**src/design/assert_macros.svh**
```systemverilog
// assertion macros used by the top level design file
`ifndef ASSERT_MACROS_SVH
`define ASSERT_MACROS_SVH

`ifndef SYNTHESIS

// property must hold at every clock edge outside reset
`define ASSERT_HOLDS(lbl, clk, rst_n, prop) \
	lbl: assert property (@(posedge clk) disable iff (!rst_n) prop) \
		else $error("assertion failed");

// expression must never be true outside reset
`define ASSERT_NEVER(lbl, clk, rst_n, expr) \
	lbl: assert property (@(posedge clk) disable iff (!rst_n) !(expr)) \
		else $error("forbidden condition seen");

`else

`define ASSERT_HOLDS(lbl, clk, rst_n, prop)
`define ASSERT_NEVER(lbl, clk, rst_n, expr)

`endif

`endif

```
**src/design/mctt_pkg.sv**
```systemverilog
// types and constants of the midi clock tap tempo block
package mctt_pkg;

	localparam int DIV_W   = 32;
	localparam int TEMPO_W = 10;
	localparam int PPQ_W   = 7;
	localparam int TMO_W   = 16;
	localparam int PROD_W  = TEMPO_W + PPQ_W;
	localparam int IVL_W   = 26;
	localparam int REQ_W   = 3;
	localparam int CFG_IDX_W  = 2;
	localparam int CFG_DATA_W = 16;

	localparam logic [DIV_W-1:0] US_PER_MINUTE = 32'd60000000;
	localparam logic [DIV_W-1:0] MS_PER_MINUTE = 32'd60000;

	localparam logic [7:0] BYTE_CLOCK    = 8'hF8;
	localparam logic [7:0] BYTE_START    = 8'hFA;
	localparam logic [7:0] BYTE_CONTINUE = 8'hFB;
	localparam logic [7:0] BYTE_STOP     = 8'hFC;

	localparam logic [REQ_W-1:0] REQ_POLL     = 3'd0;
	localparam logic [REQ_W-1:0] REQ_TAP      = 3'd1;
	localparam logic [REQ_W-1:0] REQ_START    = 3'd2;
	localparam logic [REQ_W-1:0] REQ_STOP     = 3'd3;
	localparam logic [REQ_W-1:0] REQ_CONTINUE = 3'd4;
	localparam logic [REQ_W-1:0] REQ_SET_TEMPO  = 3'd5;
	localparam logic [REQ_W-1:0] REQ_SET_ENABLE = 3'd6;

	localparam logic [CFG_IDX_W-1:0] CFG_MIN_TEMPO   = 2'd0;
	localparam logic [CFG_IDX_W-1:0] CFG_MAX_TEMPO   = 2'd1;
	localparam logic [CFG_IDX_W-1:0] CFG_TAP_TIMEOUT = 2'd2;
	localparam logic [CFG_IDX_W-1:0] CFG_PPQ         = 2'd3;

	localparam logic [TEMPO_W-1:0] RST_MIN_TEMPO = 10'd30;
	localparam logic [TEMPO_W-1:0] RST_MAX_TEMPO = 10'd300;
	localparam logic [TMO_W-1:0]   RST_TIMEOUT   = 16'd2000;
	localparam logic [PPQ_W-1:0]   RST_PPQ       = 7'd24;
	localparam logic [TEMPO_W-1:0] RST_TEMPO     = 10'd120;
	// 60000000 / (120 * 24)
	localparam logic [IVL_W-1:0]   RST_INTERVAL  = 26'd20833;

	typedef struct packed {
		logic busy;
		logic done;
	} div_stat_t;

endpackage

```
**src/design/mctt_ifs.sv**
```systemverilog
// request and response channel interfaces
interface mctt_req_if import mctt_pkg::*; ();
	logic                 valid;
	logic                 ready;
	logic [REQ_W-1:0]     req_type;
	logic [31:0]          time_us;
	logic [31:0]          time_ms;
	logic [15:0]          tempo_request;
	logic                 enable_request;

	modport source (output valid, req_type, time_us, time_ms, tempo_request, enable_request,
		input ready);
	modport sink (input valid, req_type, time_us, time_ms, tempo_request, enable_request,
		output ready);
endinterface

interface mctt_rsp_if import mctt_pkg::*; ();
	logic               valid;
	logic               ready;
	logic               msg_valid;
	logic [7:0]         msg_byte;
	logic [TEMPO_W-1:0] tempo_now;
	logic               is_running;
	logic               is_enabled;

	modport source (output valid, msg_valid, msg_byte, tempo_now, is_running, is_enabled,
		input ready);
	modport sink (input valid, msg_valid, msg_byte, tempo_now, is_running, is_enabled,
		output ready);
endinterface

```
**src/design/mctt_div.sv**
```systemverilog
// shared restoring divider, one quotient bit per cycle
module mctt_div import mctt_pkg::*; (
	input  logic             clk,
	input  logic             arst_n,
	input  logic             go,
	input  logic [DIV_W-1:0] dividend,
	input  logic [DIV_W-1:0] divisor,
	output div_stat_t        stat,
	output logic [DIV_W-1:0] quotient
);

	localparam int CNT_W = $clog2(DIV_W);

	logic             busy_q;
	logic             done_q;
	logic [CNT_W-1:0] cnt_q;
	logic [DIV_W-1:0] rem_q;
	logic [DIV_W-1:0] quo_q;
	logic [DIV_W-1:0] dsr_q;

	logic [DIV_W:0]   rem_sh;
	logic [DIV_W:0]   diff;

	assign rem_sh = {rem_q, quo_q[DIV_W-1]};
	assign diff   = rem_sh - {1'b0, dsr_q};

	always_ff @(posedge clk or negedge arst_n) begin
		if (!arst_n) begin
			busy_q <= 1'b0;
			done_q <= 1'b0;
			cnt_q  <= '0;
		end else begin
			done_q <= 1'b0;
			if (busy_q) begin
				cnt_q <= cnt_q + 1'b1;
				if (cnt_q == CNT_W'(DIV_W - 1)) begin
					busy_q <= 1'b0;
					done_q <= 1'b1;
				end
			end else if (go) begin
				busy_q <= 1'b1;
				cnt_q  <= '0;
			end
		end
	end

	always_ff @(posedge clk) begin
		if (busy_q) begin
			if (!diff[DIV_W]) begin
				rem_q <= diff[DIV_W-1:0];
				quo_q <= {quo_q[DIV_W-2:0], 1'b1};
			end else begin
				rem_q <= rem_sh[DIV_W-1:0];
				quo_q <= {quo_q[DIV_W-2:0], 1'b0};
			end
		end else if (go) begin
			rem_q <= '0;
			quo_q <= dividend;
			dsr_q <= divisor;
		end
	end

	assign stat.busy = busy_q;
	assign stat.done = done_q;
	assign quotient  = quo_q;

endmodule

```
**src/design/midi_clock_tap_tempo.sv**
```systemverilog
// midi clock generator with tap tempo, top level
//
//  channel | dir | handshake          | carries
//  --------+-----+--------------------+-----------------------------------------------
//  req     | in  | valid / ready      | req_type, time_us, time_ms, tempo_request, ...
//  rsp     | out | valid / ready      | msg_valid, msg_byte, tempo_now, flags
//  cfg     | in  | cfg_we, no wait    | cfg_idx, cfg_data
//
// one transaction at a time: start, stop, continue, enable and unused codes go straight
// to the final step, poll through two poll steps, set tempo a multiply then one divide,
// a tap up to three divides; all divides run on the one shared divider
// reset is asynchronous, active low, and leaves tempo 120 with its interval, flags cleared
// the result sits in an output register; a stalled rsp holds the block in its last step
// and req stays low until the sequencer is back in idle
`include "assert_macros.svh"

module midi_clock_tap_tempo import mctt_pkg::*; #(
	parameter int TAP_DEPTH = 4
) (
	input  logic                  clk,
	input  logic                  arst_n,
	mctt_req_if.sink              req,
	mctt_rsp_if.source            rsp,
	input  logic                  cfg_we,
	input  logic [CFG_IDX_W-1:0]  cfg_idx,
	input  logic [CFG_DATA_W-1:0] cfg_data
);

	// tap counter holds 0..TAP_DEPTH, history index 0..TAP_DEPTH-1
	localparam int TC_W  = $clog2(TAP_DEPTH + 1);
	localparam int IDX_W = $clog2(TAP_DEPTH);

	// sequencer codes
	localparam logic [3:0] S_IDLE  = 4'd0;
	localparam logic [3:0] S_POLL1 = 4'd1;
	localparam logic [3:0] S_POLL2 = 4'd2;
	localparam logic [3:0] S_TAP1  = 4'd3;
	localparam logic [3:0] S_TAP2  = 4'd4;
	localparam logic [3:0] S_DIVM  = 4'd5;
	localparam logic [3:0] S_DIVB  = 4'd6;
	localparam logic [3:0] S_MUL   = 4'd7;
	localparam logic [3:0] S_INT   = 4'd8;
	localparam logic [3:0] S_DIVI  = 4'd9;
	localparam logic [3:0] S_FIN   = 4'd10;

	logic [3:0]         state_q;

	// configuration
	logic [TEMPO_W-1:0] min_tempo_q;
	logic [TEMPO_W-1:0] max_tempo_q;
	logic [TMO_W-1:0]   timeout_q;
	logic [PPQ_W-1:0]   ppq_q;

	// architectural state
	logic [TEMPO_W-1:0] tempo_q;
	logic [IVL_W-1:0]   interval_q;
	logic [31:0]        last_pulse_q;
	logic [TC_W-1:0]    tap_count_q;
	logic [31:0]        last_tap_q;
	logic               enabled_q;
	logic               running_q;
	logic [31:0]        hist_q [TAP_DEPTH];

	// latched transaction and working registers
	logic [31:0]        t_us_q;
	logic [31:0]        t_ms_q;
	logic               msg_valid_q;
	logic [7:0]         msg_byte_q;
	logic               hit_q;
	logic [31:0]        sum_q;
	logic [PROD_W-1:0]  prod_q;

	// response register
	logic               rsp_valid_q;
	logic               rsp_msg_valid_q;
	logic [7:0]         rsp_byte_q;
	logic [TEMPO_W-1:0] rsp_tempo_q;
	logic               rsp_run_q;
	logic               rsp_en_q;

	// divider hookup
	logic               div_go;
	logic [DIV_W-1:0]   div_a;
	logic [DIV_W-1:0]   div_b;
	div_stat_t          div_st;
	logic [DIV_W-1:0]   div_q;

	logic               accept;
	logic               out_free;
	logic [15:0]        treq_lo;
	logic [15:0]        treq_cl;
	logic               tap_restart;
	logic [TC_W-1:0]    cnt_eff;
	logic               tap_full;
	logic               bpm_ok;

	assign accept   = req.valid && req.ready;
	assign req.ready = (state_q == S_IDLE);
	assign out_free = !rsp_valid_q || rsp.ready;

	// set tempo: raise to min first, then lower to max
	assign treq_lo = (req.tempo_request < 16'(min_tempo_q)) ? 16'(min_tempo_q)
		: req.tempo_request;
	assign treq_cl = (treq_lo > 16'(max_tempo_q)) ? 16'(max_tempo_q) : treq_lo;

	// tap history restarts after a long gap (wrapping difference)
	assign tap_restart = (tap_count_q != '0) && ((t_ms_q - last_tap_q) > 32'(timeout_q));
	assign cnt_eff     = tap_restart ? '0 : tap_count_q;
	assign tap_full    = (cnt_eff >= TC_W'(TAP_DEPTH));

	// tapped bpm must fit the configured window
	assign bpm_ok = (div_q <= 32'(max_tempo_q)) && (div_q >= 32'(min_tempo_q));

	// divider operand selection per sequencer step
	always_comb begin
		div_go = 1'b0;
		div_a  = US_PER_MINUTE;
		div_b  = 32'(prod_q);
		unique case (state_q)
			S_TAP2: begin
				// sum of tap gaps telescopes to newest minus oldest
				div_go = (tap_count_q >= TC_W'(2));
				div_a  = t_ms_q - hist_q[0];
				div_b  = 32'(tap_count_q - 1'b1);
			end
			S_DIVM: begin
				div_go = div_st.done && (div_q != '0);
				div_a  = MS_PER_MINUTE;
				div_b  = div_q;
			end
			S_INT: begin
				div_go = (prod_q != '0);
			end
			default: begin
				div_go = 1'b0;
			end
		endcase
	end

	mctt_div u_div (
		.clk      (clk),
		.arst_n   (arst_n),
		.go       (div_go),
		.dividend (div_a),
		.divisor  (div_b),
		.stat     (div_st),
		.quotient (div_q)
	);

	// sequencer and architectural state
	always_ff @(posedge clk or negedge arst_n) begin
		if (!arst_n) begin
			state_q      <= S_IDLE;
			min_tempo_q  <= RST_MIN_TEMPO;
			max_tempo_q  <= RST_MAX_TEMPO;
			timeout_q    <= RST_TIMEOUT;
			ppq_q        <= RST_PPQ;
			tempo_q      <= RST_TEMPO;
			interval_q   <= RST_INTERVAL;
			last_pulse_q <= '0;
			tap_count_q  <= '0;
			last_tap_q   <= '0;
			enabled_q    <= 1'b0;
			running_q    <= 1'b0;
			rsp_valid_q  <= 1'b0;
		end else begin
			if (cfg_we) begin
				unique case (cfg_idx)
					CFG_MIN_TEMPO:   min_tempo_q <= cfg_data[TEMPO_W-1:0];
					CFG_MAX_TEMPO:   max_tempo_q <= cfg_data[TEMPO_W-1:0];
					CFG_TAP_TIMEOUT: timeout_q   <= cfg_data[TMO_W-1:0];
					CFG_PPQ:         ppq_q       <= cfg_data[PPQ_W-1:0];
				endcase
			end

			if (rsp.ready)
				rsp_valid_q <= 1'b0;

			unique case (state_q)
				S_IDLE: begin
					if (accept) begin
						state_q <= S_FIN;
						unique case (req.req_type)
							REQ_POLL: state_q <= S_POLL1;
							REQ_TAP:  state_q <= S_TAP1;
							REQ_START, REQ_CONTINUE: begin
								if (enabled_q) begin
									running_q    <= 1'b1;
									last_pulse_q <= req.time_us;
								end
							end
							REQ_STOP: running_q <= 1'b0;
							REQ_SET_TEMPO: begin
								tempo_q <= treq_cl[TEMPO_W-1:0];
								state_q <= S_MUL;
							end
							REQ_SET_ENABLE: begin
								enabled_q <= req.enable_request;
								if (!req.enable_request)
									running_q <= 1'b0;
							end
							default: state_q <= S_FIN;
						endcase
					end
				end
				S_POLL1: state_q <= S_POLL2;
				S_POLL2: begin
					if (hit_q) begin
						// resync when still more than two intervals behind
						if ((t_us_q - sum_q) > 32'({interval_q, 1'b0}))
							last_pulse_q <= t_us_q;
						else
							last_pulse_q <= sum_q;
					end
					state_q <= S_FIN;
				end
				S_TAP1: begin
					tap_count_q <= tap_full ? cnt_eff : cnt_eff + 1'b1;
					last_tap_q  <= t_ms_q;
					state_q     <= S_TAP2;
				end
				S_TAP2: state_q <= div_go ? S_DIVM : S_FIN;
				S_DIVM: begin
					if (div_st.done)
						state_q <= div_go ? S_DIVB : S_FIN;
				end
				S_DIVB: begin
					if (div_st.done) begin
						if (bpm_ok) begin
							tempo_q <= div_q[TEMPO_W-1:0];
							state_q <= S_MUL;
						end else begin
							state_q <= S_FIN;
						end
					end
				end
				S_MUL: state_q <= S_INT;
				S_INT: state_q <= div_go ? S_DIVI : S_FIN;
				S_DIVI: begin
					if (div_st.done) begin
						interval_q <= div_q[IVL_W-1:0];
						state_q    <= S_FIN;
					end
				end
				S_FIN: begin
					if (out_free) begin
						rsp_valid_q <= 1'b1;
						state_q     <= S_IDLE;
					end
				end
				default: state_q <= S_IDLE;
			endcase
		end
	end

	// datapath registers, no reset
	always_ff @(posedge clk) begin
		unique case (state_q)
			S_IDLE: begin
				if (accept) begin
					t_us_q      <= req.time_us;
					t_ms_q      <= req.time_ms;
					msg_valid_q <= 1'b0;
					msg_byte_q  <= '0;
					unique case (req.req_type)
						REQ_START, REQ_CONTINUE: begin
							if (enabled_q) begin
								msg_valid_q <= 1'b1;
								msg_byte_q  <= (req.req_type == REQ_START) ? BYTE_START
									: BYTE_CONTINUE;
							end
						end
						REQ_STOP: begin
							msg_valid_q <= 1'b1;
							msg_byte_q  <= BYTE_STOP;
						end
						REQ_SET_ENABLE: begin
							if (!req.enable_request && running_q) begin
								msg_valid_q <= 1'b1;
								msg_byte_q  <= BYTE_STOP;
							end
						end
						default: msg_valid_q <= 1'b0;
					endcase
				end
			end
			S_POLL1: begin
				hit_q <= enabled_q && running_q
					&& ((t_us_q - last_pulse_q) >= 32'(interval_q));
				sum_q <= last_pulse_q + 32'(interval_q);
			end
			S_POLL2: begin
				if (hit_q) begin
					msg_valid_q <= 1'b1;
					msg_byte_q  <= BYTE_CLOCK;
				end
			end
			S_TAP1: begin
				if (!tap_full) begin
					hist_q[cnt_eff[IDX_W-1:0]] <= t_ms_q;
				end else begin
					// drop the oldest tap
					for (int i = 0; i < TAP_DEPTH - 1; i++)
						hist_q[i] <= hist_q[i + 1];
					hist_q[TAP_DEPTH-1] <= t_ms_q;
				end
			end
			S_MUL: prod_q <= tempo_q * ppq_q;
			S_FIN: begin
				if (out_free) begin
					rsp_msg_valid_q <= msg_valid_q;
					rsp_byte_q      <= msg_byte_q;
					rsp_tempo_q     <= tempo_q;
					rsp_run_q       <= running_q;
					rsp_en_q        <= enabled_q;
				end
			end
			default: begin
				hit_q <= hit_q;
			end
		endcase
	end

	assign rsp.valid      = rsp_valid_q;
	assign rsp.msg_valid  = rsp_msg_valid_q;
	assign rsp.msg_byte   = rsp_byte_q;
	assign rsp.tempo_now  = rsp_tempo_q;
	assign rsp.is_running = rsp_run_q;
	assign rsp.is_enabled = rsp_en_q;

	// an accepted transaction always moves the sequencer out of idle
	`ASSERT_HOLDS(a_accept_leaves_idle, clk, arst_n, accept |=> (state_q != S_IDLE))
	// a result only appears from the final step
	`ASSERT_HOLDS(a_rsp_from_fin, clk, arst_n, $rose(rsp_valid_q) |-> $past(state_q == S_FIN))
	// the clock never runs while disabled
	`ASSERT_NEVER(a_run_needs_enable, clk, arst_n, rsp.valid && rsp.is_running && !rsp.is_enabled)
	// the shared divider is never restarted mid division
	`ASSERT_NEVER(a_div_no_overlap, clk, arst_n, div_go && div_st.busy)

endmodule

```
**src/flat_wrapper.sv**
```systemverilog
// flat-port wrapper written by rule: the top's interface ports become plain ports
module midi_clock_tap_tempo_flat import mctt_pkg::*;
#(
	parameter int TAP_DEPTH = 4
)
  (clk, arst_n, cfg_we, cfg_idx, cfg_data, req_valid, req_req_type, req_time_us, req_time_ms, req_tempo_request, req_enable_request, req_ready, rsp_valid, rsp_msg_valid, rsp_msg_byte, rsp_tempo_now, rsp_is_running, rsp_is_enabled, rsp_ready);
  mctt_req_if req_i ();
  mctt_rsp_if rsp_i ();
  input  logic clk;
  input  logic arst_n;
  input  logic cfg_we;
  input  logic [CFG_IDX_W-1:0] cfg_idx;
  input  logic [CFG_DATA_W-1:0] cfg_data;
  input wire logic [$bits(req_i.valid)-1:0] req_valid;
  input wire logic [$bits(req_i.req_type)-1:0] req_req_type;
  input wire logic [$bits(req_i.time_us)-1:0] req_time_us;
  input wire logic [$bits(req_i.time_ms)-1:0] req_time_ms;
  input wire logic [$bits(req_i.tempo_request)-1:0] req_tempo_request;
  input wire logic [$bits(req_i.enable_request)-1:0] req_enable_request;
  output wire logic [$bits(req_i.ready)-1:0] req_ready;
  output wire logic [$bits(rsp_i.valid)-1:0] rsp_valid;
  output wire logic [$bits(rsp_i.msg_valid)-1:0] rsp_msg_valid;
  output wire logic [$bits(rsp_i.msg_byte)-1:0] rsp_msg_byte;
  output wire logic [$bits(rsp_i.tempo_now)-1:0] rsp_tempo_now;
  output wire logic [$bits(rsp_i.is_running)-1:0] rsp_is_running;
  output wire logic [$bits(rsp_i.is_enabled)-1:0] rsp_is_enabled;
  input wire logic [$bits(rsp_i.ready)-1:0] rsp_ready;
  assign req_i.valid = req_valid;
  assign req_i.req_type = req_req_type;
  assign req_i.time_us = req_time_us;
  assign req_i.time_ms = req_time_ms;
  assign req_i.tempo_request = req_tempo_request;
  assign req_i.enable_request = req_enable_request;
  assign req_ready = req_i.ready;
  assign rsp_valid = rsp_i.valid;
  assign rsp_msg_valid = rsp_i.msg_valid;
  assign rsp_msg_byte = rsp_i.msg_byte;
  assign rsp_tempo_now = rsp_i.tempo_now;
  assign rsp_is_running = rsp_i.is_running;
  assign rsp_is_enabled = rsp_i.is_enabled;
  assign rsp_i.ready = rsp_ready;
  midi_clock_tap_tempo #(.TAP_DEPTH(TAP_DEPTH)) u_core (.clk(clk), .arst_n(arst_n), .req(req_i), .rsp(rsp_i), .cfg_we(cfg_we), .cfg_idx(cfg_idx), .cfg_data(cfg_data));
endmodule
```
**config.mk**
```make
export PLATFORM = sky130hd
export DESIGN_NAME = midi_clock_tap_tempo_flat
export DESIGN_NICKNAME = d
export VERILOG_FILES = /design/src/design/mctt_pkg.sv /design/src/design/mctt_ifs.sv /design/src/design/mctt_div.sv /design/src/design/midi_clock_tap_tempo.sv /design/src/flat_wrapper.sv
export VERILOG_INCLUDE_DIRS = /design/src /design/src/design
export SDC_FILE = /design/constraint.sdc
export NUM_CORES = 1
export LEC_CHECK = 0
export ABC_AREA = 1
export BUFFER_PORTS_ARGS = -buffer_cell sky130_fd_sc_hd__buf_4
export CAP_MARGIN = 20
export CORE_ASPECT_RATIO = 1.5
export CORE_MARGIN = 10
export CORE_UTILIZATION = 40
export CTS_CLUSTER_DIAMETER = 200
export DETAILED_ROUTE_END_ITERATION = 10
export SETUP_SLACK_MARGIN = 0.5
export SLEW_MARGIN = 15
export SYNTH_ARGS = -nofsm -noshare
export SYNTH_HDL_FRONTEND = slang
export SYNTH_SLANG_ARGS = --single-unit
export TNS_END_PERCENT = 1
```
**constraint.sdc**
```tcl
create_clock -name clk -period 6.45 [get_ports clk]
set_input_delay 0.645 -clock clk [delete_from_list [all_inputs] [get_ports clk]]
set_output_delay 0.645 -clock clk [all_outputs]
set_load 0.1 [all_outputs]
```
* Word-level counts from Yosys, hierarchy flattened
Memory sizes are Yosys's and may differ from the RTL's. Index checks and enable logic that the tools add are counted.
Cells by class: $add $sub $neg 9, multipliers 1, magnitude comparators 9, eq/ne operators 32, mux-type cells 70, bitwise operators 1, reduce and logical (&&, ||, !) cells 36
Operators by type and width (count):
- $mux W32 | 11
- $pmux W32 S2 | 3
- $sub A32 B32 Y32 | 4
- $mux W10 | 5
- $pmux W4 S11 | 1
- $sub A33 B32 Y33 | 1
- $add A32 B26 Y32 | 1
- $ge A32 B10 Y1 | 1
- $ge A32 B26 Y1 | 1
- $gt A32 B16 Y1 | 1
- $gt A32 B27 Y1 | 1
- $le A32 B10 Y1 | 1
- $mux W4 | 8
- $mux W8 | 4
- $reduce_bool A32 Y1 | 1
- $reduce_or A32 Y1 | 1
- $pmux W8 S3 | 1
- $mux W1 | 23
- $pmux W10 S2 | 1
- $reduce_and A5 Y1 | 4
- $mul A10 B7 Y17 | 1
- $reduce_bool A17 Y1 | 1
- $eq A4 B3 Y1 const B | 4
- $gt A16 B10 Y1 | 1
- other kinds (37) | 77
Storage, ports and cells: register bits 400, bits in writable memories 128, output and inout bits 23, logic and storage cells 190, memories 1
Memories:
- u_core.hist_q | words 4, bits a word 32, rd ports 4, clocked after memory_dff 0, wr ports 4, RTL line midi_clock_tap_tempo.sv:62 | logic [31:0] hist_q [TAP_DEPTH];

* Longest topological paths before layout
Gate-level depths: netlist (run 1).
depth in word-level cells 10, gate-level depth with buffers 30, depth with buffers taken out 29

* By module
Synthesis (run 1) repeated with hierarchy kept, for this count alone.
Second synthesis, totals: cells, all modules 4847, area, all modules 37479.7 um^2
By module, submodules not included:
- midi_clock_tap_tempo | instances 1, cells an instance 3903, area an instance 30551.8 um^2, seq. area each 11728.7 um^2
- mctt_div | instances 1, cells an instance 944, area an instance 6927.9 um^2, seq. area each 3057.9 um^2

* Least setup slack after synthesis (run 1)
No wires, ideal clock.
path kind register -> register, start point reg u_core.state_q[0], end point reg u_core.last_pulse_q[10], setup time 0.077 ns, arrival 6.387 ns, path slack -0.014 ns, cell stages (with the launch flop) 13, path buffers 1, period minus slack after synthesis 6.464 ns, path through dfrtp_1 -> nor2_1 -> inv_1 -> nor2_1 -> inv_1 -> nor2_1 -> inv_1 -> nand2_1 -> nand2_1 -> inv_1 -> clkbuf_1 -> nor2_1 -> a21oi_1
Between the ends: cells in the longest elaborated chain, start to end 4, elaborated cells on any way between the ends 10, those cells by class eq/ne: 5; mux: 1; reduce/logical: 4
Ends and longest elaborated chain:
- start: declaration | RTL line midi_clock_tap_tempo.sv:46 | logic [3:0] state_q;
- start signal: assignment | RTL line midi_clock_tap_tempo.sv:222 | S_TAP2: state_q <= div_go ? S_DIVM : S_FIN;
- start signal: assignment | RTL line midi_clock_tap_tempo.sv:225 | state_q <= div_go ? S_DIVB : S_FIN;
- start signal: assignment | RTL line midi_clock_tap_tempo.sv:238 | S_INT: state_q <= div_go ? S_DIVI : S_FIN;
- $logic_not A4 Y1 (*) | RTL line midi_clock_tap_tempo.sv:98 | assign req.ready = (state_q == S_IDLE);
- named net req_ready | RTL line flat_wrapper.sv:20 | output wire logic [$bits(req_i.ready)-1:0] req_ready;
- $logic_and A1 B1 Y1 | RTL line midi_clock_tap_tempo.sv:97 | assign accept = req.valid && req.ready;
- $ne A2 B2 Y1 (no source line)
- $reduce_and A5 Y1 (no source line)
- end signal: assignment | RTL line midi_clock_tap_tempo.sv:189 | last_pulse_q <= req.time_us;
- end signal: assignment | RTL line midi_clock_tap_tempo.sv:211 | last_pulse_q <= t_us_q;
- end signal: assignment | RTL line midi_clock_tap_tempo.sv:213 | last_pulse_q <= sum_q;
- end: declaration | RTL line midi_clock_tap_tempo.sv:57 | logic [31:0] last_pulse_q;
Mark *: on every way through the listed nets, which the timed path passes. The rest lies on a longest branch. A chain may end at the register's enable or synchronous reset.

==> impl_results.rst, run 1 <==
.. list-table::
   :header-rows: 1

   * - Metric
     - Value
   * - Count of pins over their slew limit
     - 0
   * - Via count of the first global-routing pass
     - 32101
   * - Maximum achievable frequency
     - 0.191 GHz
   * - Critical path type
     - flip-flop to flip-flop
   * - FF+latch count, synth
     - 518
   * - Buffer and inverter count on the worst path
     - 3
   * - Die area
     - 0.105 mm²
   * - IO buf count
     - 129
   * - Multi-input logic area
     - 0.0189 mm²
   * - Area share of the largest cell type after synthesis
     - 29.2%
   * - Startpoint class of the critical path
     - flip-flop
   * - Deepest clock path buffer count
     - 3
   * - Count of mapped cells out of synthesis
     - 4557
   * - Number of nets with antenna violations after routing
     - 0
   * - Largest net degree at the start of global routing
     - 101
   * - Arrival time worst endpoint
     - 5.58 ns
   * - Total setup buffers inserted after CTS
     - 0
   * - Mean post-synth cell area
     - 8.09 µm²
   * - Grt ovf
     - 0
   * - Ranking of synthesized cells by area
     - sky130_fd_sc_hd__edfxtp_1, sky130_fd_sc_hd__ha_1, sky130_fd_sc_hd__nand2_1
   * - CTS tree
     - yes
   * - Yosys top cell by area
     - sky130_fd_sc_hd__edfxtp_1
   * - Area growth from synthesis to layout
     - 11.3%
   * - TritonCTS sink count
     - 518
   * - First DRT Iteration DRCs
     - 1926
   * - NumNets Final
     - 5143
   * - Root buf cell
     - sky130_fd_sc_hd__clkbuf_16
   * - Die extent in y
     - 392 µm
   * - Post-route standard cell area excluding fillers
     - 0.0410 mm²
   * - Sequential standard cell area
     - 0.0148 mm²
   * - Count of flip-flops with a built-in enable after synthesis
     - 358
   * - # fillers
     - 9185
   * - Clock Pin Slew Worst Setup and Hold Paths
     - 0.07 ns
   * - Async set-reset flop share out of synthesis
     - 30.9%
   * - Placed Instance Area
     - 0.0390 mm²
   * - Shortest clock period the worst path allows after layout
     - 5.24 ns
   * - Post-synthesis cell type count
     - 60
   * - Netlist area before placement
     - 0.0369 mm²
   * - Crit path top cell by count
     - sky130_fd_sc_hd__nand2_1
   * - Avg Vias per Cell
     - 5.34
   * - Number of H-tree levels
     - 2
   * - Cell row count
     - 136
   * - Number of buffers inserted during clock tree synthesis
     - 58
   * - Peak supply drop
     - 273 µV
   * - Post-Route Utilization
     - 44.8%
   * - Synthesized netlist net count
     - 5039
   * - Die Width
     - 268 µm
   * - First-pass iteration count of the detailed router
     - 6
   * - Slew headroom
     - 26.8%
   * - Lkg Pwr
     - 19.3 nW
   * - DRC violations left
     - 0
   * - Setup repair after global routing missed its margin
     - false
   * - Routability cong.
     - 0.997
   * - Largest stage delay on the critical path
     - 0.54 ns
   * - Critical path's top delay family
     - simple AND/OR/NAND/NOR gates
   * - Initial core utilization
     - 40.3%
   * - Worst min path class
     - primary input to asynchronous set/reset pin
   * - Final-report setup violation count
     - 0
   * - GRT Resource Usage Total
     - 22.1%
   * - Latest clock arrival within the worst-skew pair
     - 0.66 ns
   * - Data required time of the critical path
     - 6.80 ns
   * - Post-CTS Hold Fix Bufs
     - 0
   * - Final critical-path share of the clock period
     - 81.2%
   * - Post-CTS sizing
     - 0
   * - Core Region
     - 0.0915 mm²
   * - Routed wire length per instance
     - 19.9 µm
   * - Wirelength, routed
     - 117000 µm
   * - Prevailing post-synth register cell
     - sky130_fd_sc_hd__edfxtp_1
   * - Crit Path Max Fanout
     - 20
   * - Setup Total Neg Slack
     - 0 ns
   * - Max-cap violations
     - 0
   * - Status
     - complete, no violations
   * - Post-route clock skew
     - 0.0364 ns
   * - Kind of end point of the critical path
     - flip-flop
   * - Register area share after synthesis
     - 40.1%
   * - Antenna diode instance count
     - 0
   * - Number of antenna violations at the first check in global routing
     - 0
   * - Via count of the routed design
     - 31391
   * - Worst-Margin Slew
     - 1.10 ns
   * - First-pass GRT wire length
     - 179000 µm
   * - Synthesis Warnings
     - 0
   * - Share of final-layout standard cells stronger than drive strength 1
     - 7.73%
   * - HPWL after detailed placement
     - 91500 µm
   * - IO Pins
     - 130
   * - Fin. Hold Viols
     - 0
   * - PwrDens
     - 470 mW/mm²
   * - Critical path's slowest cell
     - sky130_fd_sc_hd__nand2_1
-- stage by stage --
stage	power, mW	setup slack, ns	hold slack, ns	instances
after global placement	15.7	1.25	0.403	5773
after detailed placement	15.8	1.24	0.405	5773
after floorplan	12.6	1.17	0.349	4557
after global routing	20.9	0.718	0.0899	5883
final	19.3	1.21	0.0390	5883
after CTS	19.4	1.17	0.0520	5882
-- cells by family after synthesis --
group	after synthesis	synth area share, %
fa+ha+maj	375	13.6
xor+xnor	146	3.47
simple gates	1846	21.2
flops	518	40.1
compound gates	848	12.9
buf+inv	824	8.71
-- cell type report --
type	instances	area share, %
Multi-Input combinational cell	3215	46.0
Sequential cell	518	36.0
Inverter	704	6.44
Clock buffer	71	3.81
Tap cell	1173	3.58
Timing Repair Buffer	164	3.12
Clock inverter	38	0.970
-- state kept, by name (all words and copies together) (netlist names), 7 cells and up --
signal,flops
u_core.prod_q,17
u_core.t_ms_q,32
u_core.interval_q,26
u_core.u_div.rem_q,32
u_core.sum_q,32
u_core.min_tempo_q,10
u_core.rsp.tempo_now,10
u_core.u_div.quotient,32
u_core.last_pulse_q,32
u_core.max_tempo_q,10
u_core.last_tap_q,32
u_core.hist_q,128
u_core.ppq_q,7
u_core.timeout_q,16
u_core.tempo_q,10
u_core.t_us_q,32
u_core.u_div.dsr_q,32
-- path summary, 6_finish.rpt --
path,cells after the start,start,endpoint,slack (ns)
worst max-delay path,25,u_core.t_ms_q[0],u_core.hist_q[2][27],1.21
worst min-delay path,1,arst_n,u_core.last_tap_q[30],0.04
worst max register to register,25,u_core.t_ms_q[0],u_core.hist_q[2][27],1.21
worst min register to register,0,u_core.msg_byte_q[1],u_core.rsp.msg_byte[1],0.43
max in group asynchronous,2,arst_n,u_core.timeout_q[11],5.35
min in group clk,1,req_time_us[31],u_core.t_us_q[31],0.17
-- worst reg2reg max path: stages (launching register included) --
cell                       delay [ns]
sky130_fd_sc_hd__edfxtp_1        0.41
sky130_fd_sc_hd__inv_1           0.16
sky130_fd_sc_hd__ha_1            0.26
sky130_fd_sc_hd__fa_1            0.40
sky130_fd_sc_hd__inv_1           0.11
sky130_fd_sc_hd__nand3_1         0.08
sky130_fd_sc_hd__nand3_1         0.17
sky130_fd_sc_hd__nand3_1         0.09
sky130_fd_sc_hd__nand2_1         0.20
sky130_fd_sc_hd__nand2_1         0.08
sky130_fd_sc_hd__nand2_1         0.14
sky130_fd_sc_hd__xor2_1          0.10
sky130_fd_sc_hd__ha_1            0.28
sky130_fd_sc_hd__nand2_1         0.07
sky130_fd_sc_hd__nor4_1          0.35
sky130_fd_sc_hd__nand3_1         0.12
sky130_fd_sc_hd__nand2_1         0.15
sky130_fd_sc_hd__nand3_1         0.09
sky130_fd_sc_hd__nor2_1          0.10
sky130_fd_sc_hd__nand2_1         0.09
sky130_fd_sc_hd__nor2_1          0.12
sky130_fd_sc_hd__nand3_2         0.16
sky130_fd_sc_hd__a21oi_1         0.28
sky130_fd_sc_hd__nand3_1         0.13
sky130_fd_sc_hd__nand2_1         0.54
sky130_fd_sc_hd__buf_12          0.26
-- routing by layer --
layer | global-route usage, % | share of wire (%) | up-vias
met5 | 0 | 0 | -
met4 | 13.3 | 6.4 | 0
met3 | 2.42 | 3.6 | 327
met2 | 42.1 | 53 | 799
met1 | 22.8 | 37 | 14823
li1 | - | - | 15442
-- placed cells by master (no fill, tap or decap), types with 11 or more instances in the layout --
cell and n:
sky130_fd_sc_hd__o21ai_0 274, sky130_fd_sc_hd__clkinv_2 11, sky130_fd_sc_hd__nand2_1 1081, sky130_fd_sc_hd__clkbuf_16 59, sky130_fd_sc_hd__o211ai_1 34, sky130_fd_sc_hd__o22ai_1 12
sky130_fd_sc_hd__o221ai_1 13, sky130_fd_sc_hd__inv_1 697, sky130_fd_sc_hd__nor4_1 18, sky130_fd_sc_hd__dfrtp_1 134, sky130_fd_sc_hd__a31oi_1 24, sky130_fd_sc_hd__nor3_1 36
sky130_fd_sc_hd__xor2_1 88, sky130_fd_sc_hd__a21boi_0 13, sky130_fd_sc_hd__dfstp_2 26, sky130_fd_sc_hd__buf_4 160, sky130_fd_sc_hd__nand4_1 70, sky130_fd_sc_hd__o21a_1 17
sky130_fd_sc_hd__ha_1 330, sky130_fd_sc_hd__o21bai_1 26, sky130_fd_sc_hd__a21o_1 25, sky130_fd_sc_hd__nand3_1 249, sky130_fd_sc_hd__nand2_2 26, sky130_fd_sc_hd__xnor2_1 58
sky130_fd_sc_hd__fa_1 45, sky130_fd_sc_hd__edfxtp_1 358, sky130_fd_sc_hd__nor2_1 311, sky130_fd_sc_hd__a21oi_1 372, sky130_fd_sc_hd__nand3_2 22
-- Yosys cell counts, drive strengths merged (14+ instances only) --
| master | instances |
|---|---|
| nand4 | 70 |
| o211ai | 34 |
| nor4 | 18 |
| o21a | 17 |
| dfstp | 26 |
| edfxtp | 358 |
| ha | 330 |
| a31oi | 24 |
| a21boi | 14 |
| a21oi | 374 |
| a21o | 25 |
| nor2 | 324 |
| xor2 | 88 |
| buf | 28 |
| dfrtp | 134 |
| fa | 45 |
| nand2 | 1108 |
| o21bai | 26 |
| inv | 701 |
| nor3 | 37 |
| clkbuf | 92 |
| o21ai | 276 |
| nand3 | 271 |
| xnor2 | 58 |
-- report_power, final --
group	switching (mW)	internal, mW	total [mW]
Combinational	6.90	3.50	10.4
Sequential	0.729	4.69	5.42
Clock	1.51	1.95	3.45
Total	9.14	10.1	19.3
(Power assumes the default switching activity.)
==> run 2, diff against run 1 <==
==> constraint.sdc (replaced) <==
create_clock -name clk -period 4.4 [get_ports clk]
set_input_delay 0.44 -clock clk [delete_from_list [all_inputs] [get_ports clk]]
set_output_delay 0.44 -clock clk [all_outputs]
set_load 0.1 [all_outputs]
==> run 2 against run 1 <==
Effect of this change:
- worst setup slack got worse by 1.1 ns
- design area increased by 9.9%
- sequential power increased by 44%
- maximum frequency increased by 22%
- non-clock buffer count increased by 275
- largest cell class unchanged
==> impl_results.rst, run 2 (synthesis gave the netlist of run 1 again) <==
.. list-table::
   :header-rows: 1

   * - Metric
     - Value
   * - Status
     - complete, no violations
   * - Multi-input logic area
     - 0.0204 mm²
   * - Die area
     - 0.105 mm²
   * - Routed wire length per instance
     - 20.4 µm
   * - Cell row count
     - 136
   * - PwrDens
     - 682 mW/mm²
   * - GRT Resource Usage Total
     - 23.3%
   * - NumNets Final
     - 5416
   * - TritonCTS sink count
     - 518
   * - Startpoint class of the critical path
     - flip-flop
   * - CTS tree
     - yes
   * - Grt ovf
     - 0
   * - Initial core utilization
     - 40.3%
   * - Setup repair after global routing missed its margin
     - true
   * - Total Power Consumption
     - 30.8 mW
   * - Number of antenna violations at the first check in global routing
     - 1
   * - Wirelength, routed
     - 125000 µm
   * - Via count of the routed design
     - 32760
   * - Switch Pwr
     - 14.4 mW
   * - First-pass GRT wire length
     - 189000 µm
   * - Die Width
     - 268 µm
   * - Worst reg2reg startpoint
     - u_core.ppq_q[3]
   * - Setup Total Neg Slack
     - 0 ns
   * - IO buf count
     - 129
   * - Post-layout instance count excluding filler cells
     - 6155
   * - Clock Power Share
     - 16.7%
   * - Max FFs per register
     - 128
   * - Largest net degree at the start of global routing
     - 152
   * - Worst hold margin
     - 0.0331 ns
   * - # fillers
     - 8892
   * - DRC violations left
     - 0
   * - Latest clock arrival within the worst-skew pair
     - 0.65 ns
   * - Max-cap violations
     - 0
   * - Lkg Pwr
     - 20.8 nW
   * - Hold path start
     - req_time_us[9]
   * - Number of buffers inserted during clock tree synthesis
     - 56
   * - Crit Path Max Fanout
     - 5
   * - Fin. Hold Viols
     - 0
   * - Maximum achievable frequency
     - 0.233 GHz
   * - Net switching share of the total power
     - 46.7%
   * - Share of final-layout standard cells stronger than drive strength 1
     - 16.5%
   * - Share of power burned in registers
     - 25.3%
   * - Critical path type
     - flip-flop to flip-flop
   * - Number of nets with antenna violations after routing
     - 0
   * - Die extent in y
     - 392 µm
   * - Arrival time worst endpoint
     - 4.68 ns
   * - Clock Pin Slew Worst Setup and Hold Paths
     - 0.06 ns
   * - Via count of the first global-routing pass
     - 33696
   * - Core Region
     - 0.0915 mm²
   * - First DRT Iteration DRCs
     - 2087
   * - Worst-Margin Slew
     - 1.06 ns
   * - Root buf cell
     - sky130_fd_sc_hd__clkbuf_16
   * - Routability cong.
     - 0.973
   * - Shortest clock period the worst path allows after layout
     - 4.29 ns
   * - Post-route clock skew
     - 0.0332 ns
   * - Number of H-tree levels
     - 2
   * - Placed Instance Area
     - 0.0405 mm²
   * - Final critical-path share of the clock period
     - 97.4%
   * - Register with the highest flop count
     - u_core.hist_q
   * - Internal power of the cells
     - 16.4 mW
   * - Data required time of the critical path
     - 4.79 ns
   * - Combinational fraction of design power
     - 58.0%
   * - Final-report setup violation count
     - 0
   * - Slew headroom
     - 29.3%
   * - First-pass iteration count of the detailed router
     - 8
   * - HPWL after detailed placement
     - 95800 µm
   * - Peak supply drop
     - 430 µV
   * - Worst setup startpoint
     - u_core.ppq_q[3]
   * - Worst min path class
     - primary input to flip-flop
   * - Inst Count DP
     - 5942
   * - Avg Vias per Cell
     - 5.32
   * - Kind of end point of the critical path
     - flip-flop
   * - IO Pins
     - 130
   * - Leading cell type in the layout, fill and taps excluded
     - sky130_fd_sc_hd__nand2_1
   * - Deepest clock path buffer count
     - 3
   * - Area growth from synthesis to layout
     - 22.3%
   * - Sequential standard cell area
     - 0.0148 mm²
   * - Highest-count cells in the layout ignoring fill and taps
     - sky130_fd_sc_hd__nand2_1, sky130_fd_sc_hd__inv_1, sky130_fd_sc_hd__edfxtp_1, sky130_fd_sc_hd__buf_4, sky130_fd_sc_hd__a21oi_1
   * - Count of pins over their slew limit
     - 0
   * - Post-route standard cell area excluding fillers
     - 0.0451 mm²
[run 2: area by class of cell]
cell class,instances,area share (%)
multi-input cells,3215,45.3
flip-flops and latches,518,32.8
repair buffers,439,8.45
inverters,704,5.87
clock buffers,71,3.41
well taps,1173,3.26
clock inverters,34,0.952
diodes,1,0.00555
[run 2: metrics by stage]
| step | utilization (%) | setup slack, ns |
|---|---|---|
| 2_1_floorplan | - | 0.187 |
| 3_3_place_gp | 44.2 | 0.0109 |
| 3_5_place_dp | 44.2 | -0.0373 |
| 4_1_cts | 47.8 | 0.127 |
| 5_1_grt | 49.2 | -0.0521 |
| 6_report | 49.2 | 0.113 |
[run 2: per-layer routing]
| metal | vias to the layer above | part of all wire [%] | routed length [µm] | global-route usage [%] |
|---|---|---|---|---|
| li1 | 15967 | - | - | - |
| met1 | 15569 | 36 | 45000 | 23.7 |
| met2 | 893 | 54 | 67700 | 45.3 |
| met3 | 331 | 3.7 | 4650 | 2.43 |
| met4 | 0 | 6.3 | 7940 | 13.4 |
| met5 | - | 0 | 0 | 0 |
[run 2: power groups by stage]
stage / clock [mW] / combinational, mW / sequential (mW)
finish: 5.15 / 17.8 / 7.78
global route: 5.42 / 19.8 / 7.90
CTS: 5.25 / 17.0 / 7.74
detailed placement: 0 / 16.2 / 7.81
global placement: 0 / 16.1 / 7.81
floorplan: 0 / 10.9 / 7.74
[run 2: worst paths after layout]
check | slack (ns) | depth (start not counted) | endpoint
worst max register to register | 0.11 | 14 | u_core.prod_q[12]
worst min register to register | 0.42 | 0 | u_core.rsp.msg_byte[0]
worst max-delay path | 0.11 | 14 | u_core.prod_q[12]
worst min-delay path | 0.03 | 1 | u_core.t_us_q[9]
min in group asynchronous | 0.46 | 2 | u_core.last_tap_q[27]
max in group asynchronous | 2.85 | 3 | u_core.timeout_q[9]
[run 2: what timing repair did]
action	CTS	global route
hold buffers	65	0
resized for setup	77	276
gates cloned	2	5
setup endpoints to repair	271	281
hold endpoints to repair	122	0
buffers inserted	25	9
pin swaps	44	223
[run 2: worst max-delay path: stages (launching register included)]
cell and delay, ns:
sky130_fd_sc_hd__dfstp_2 0.60, sky130_fd_sc_hd__buf_12 0.12, sky130_fd_sc_hd__nand2_1 0.07, sky130_fd_sc_hd__fa_1 0.53, sky130_fd_sc_hd__inv_1 0.05, sky130_fd_sc_hd__fa_1 0.51
sky130_fd_sc_hd__fa_1 0.57, sky130_fd_sc_hd__fa_1 0.45, sky130_fd_sc_hd__ha_4 0.32, sky130_fd_sc_hd__nand2_1 0.11, sky130_fd_sc_hd__o21a_1 0.22, sky130_fd_sc_hd__o31ai_4 0.08
sky130_fd_sc_hd__a31oi_2 0.15, sky130_fd_sc_hd__buf_4 0.15, sky130_fd_sc_hd__xnor2_1 0.11
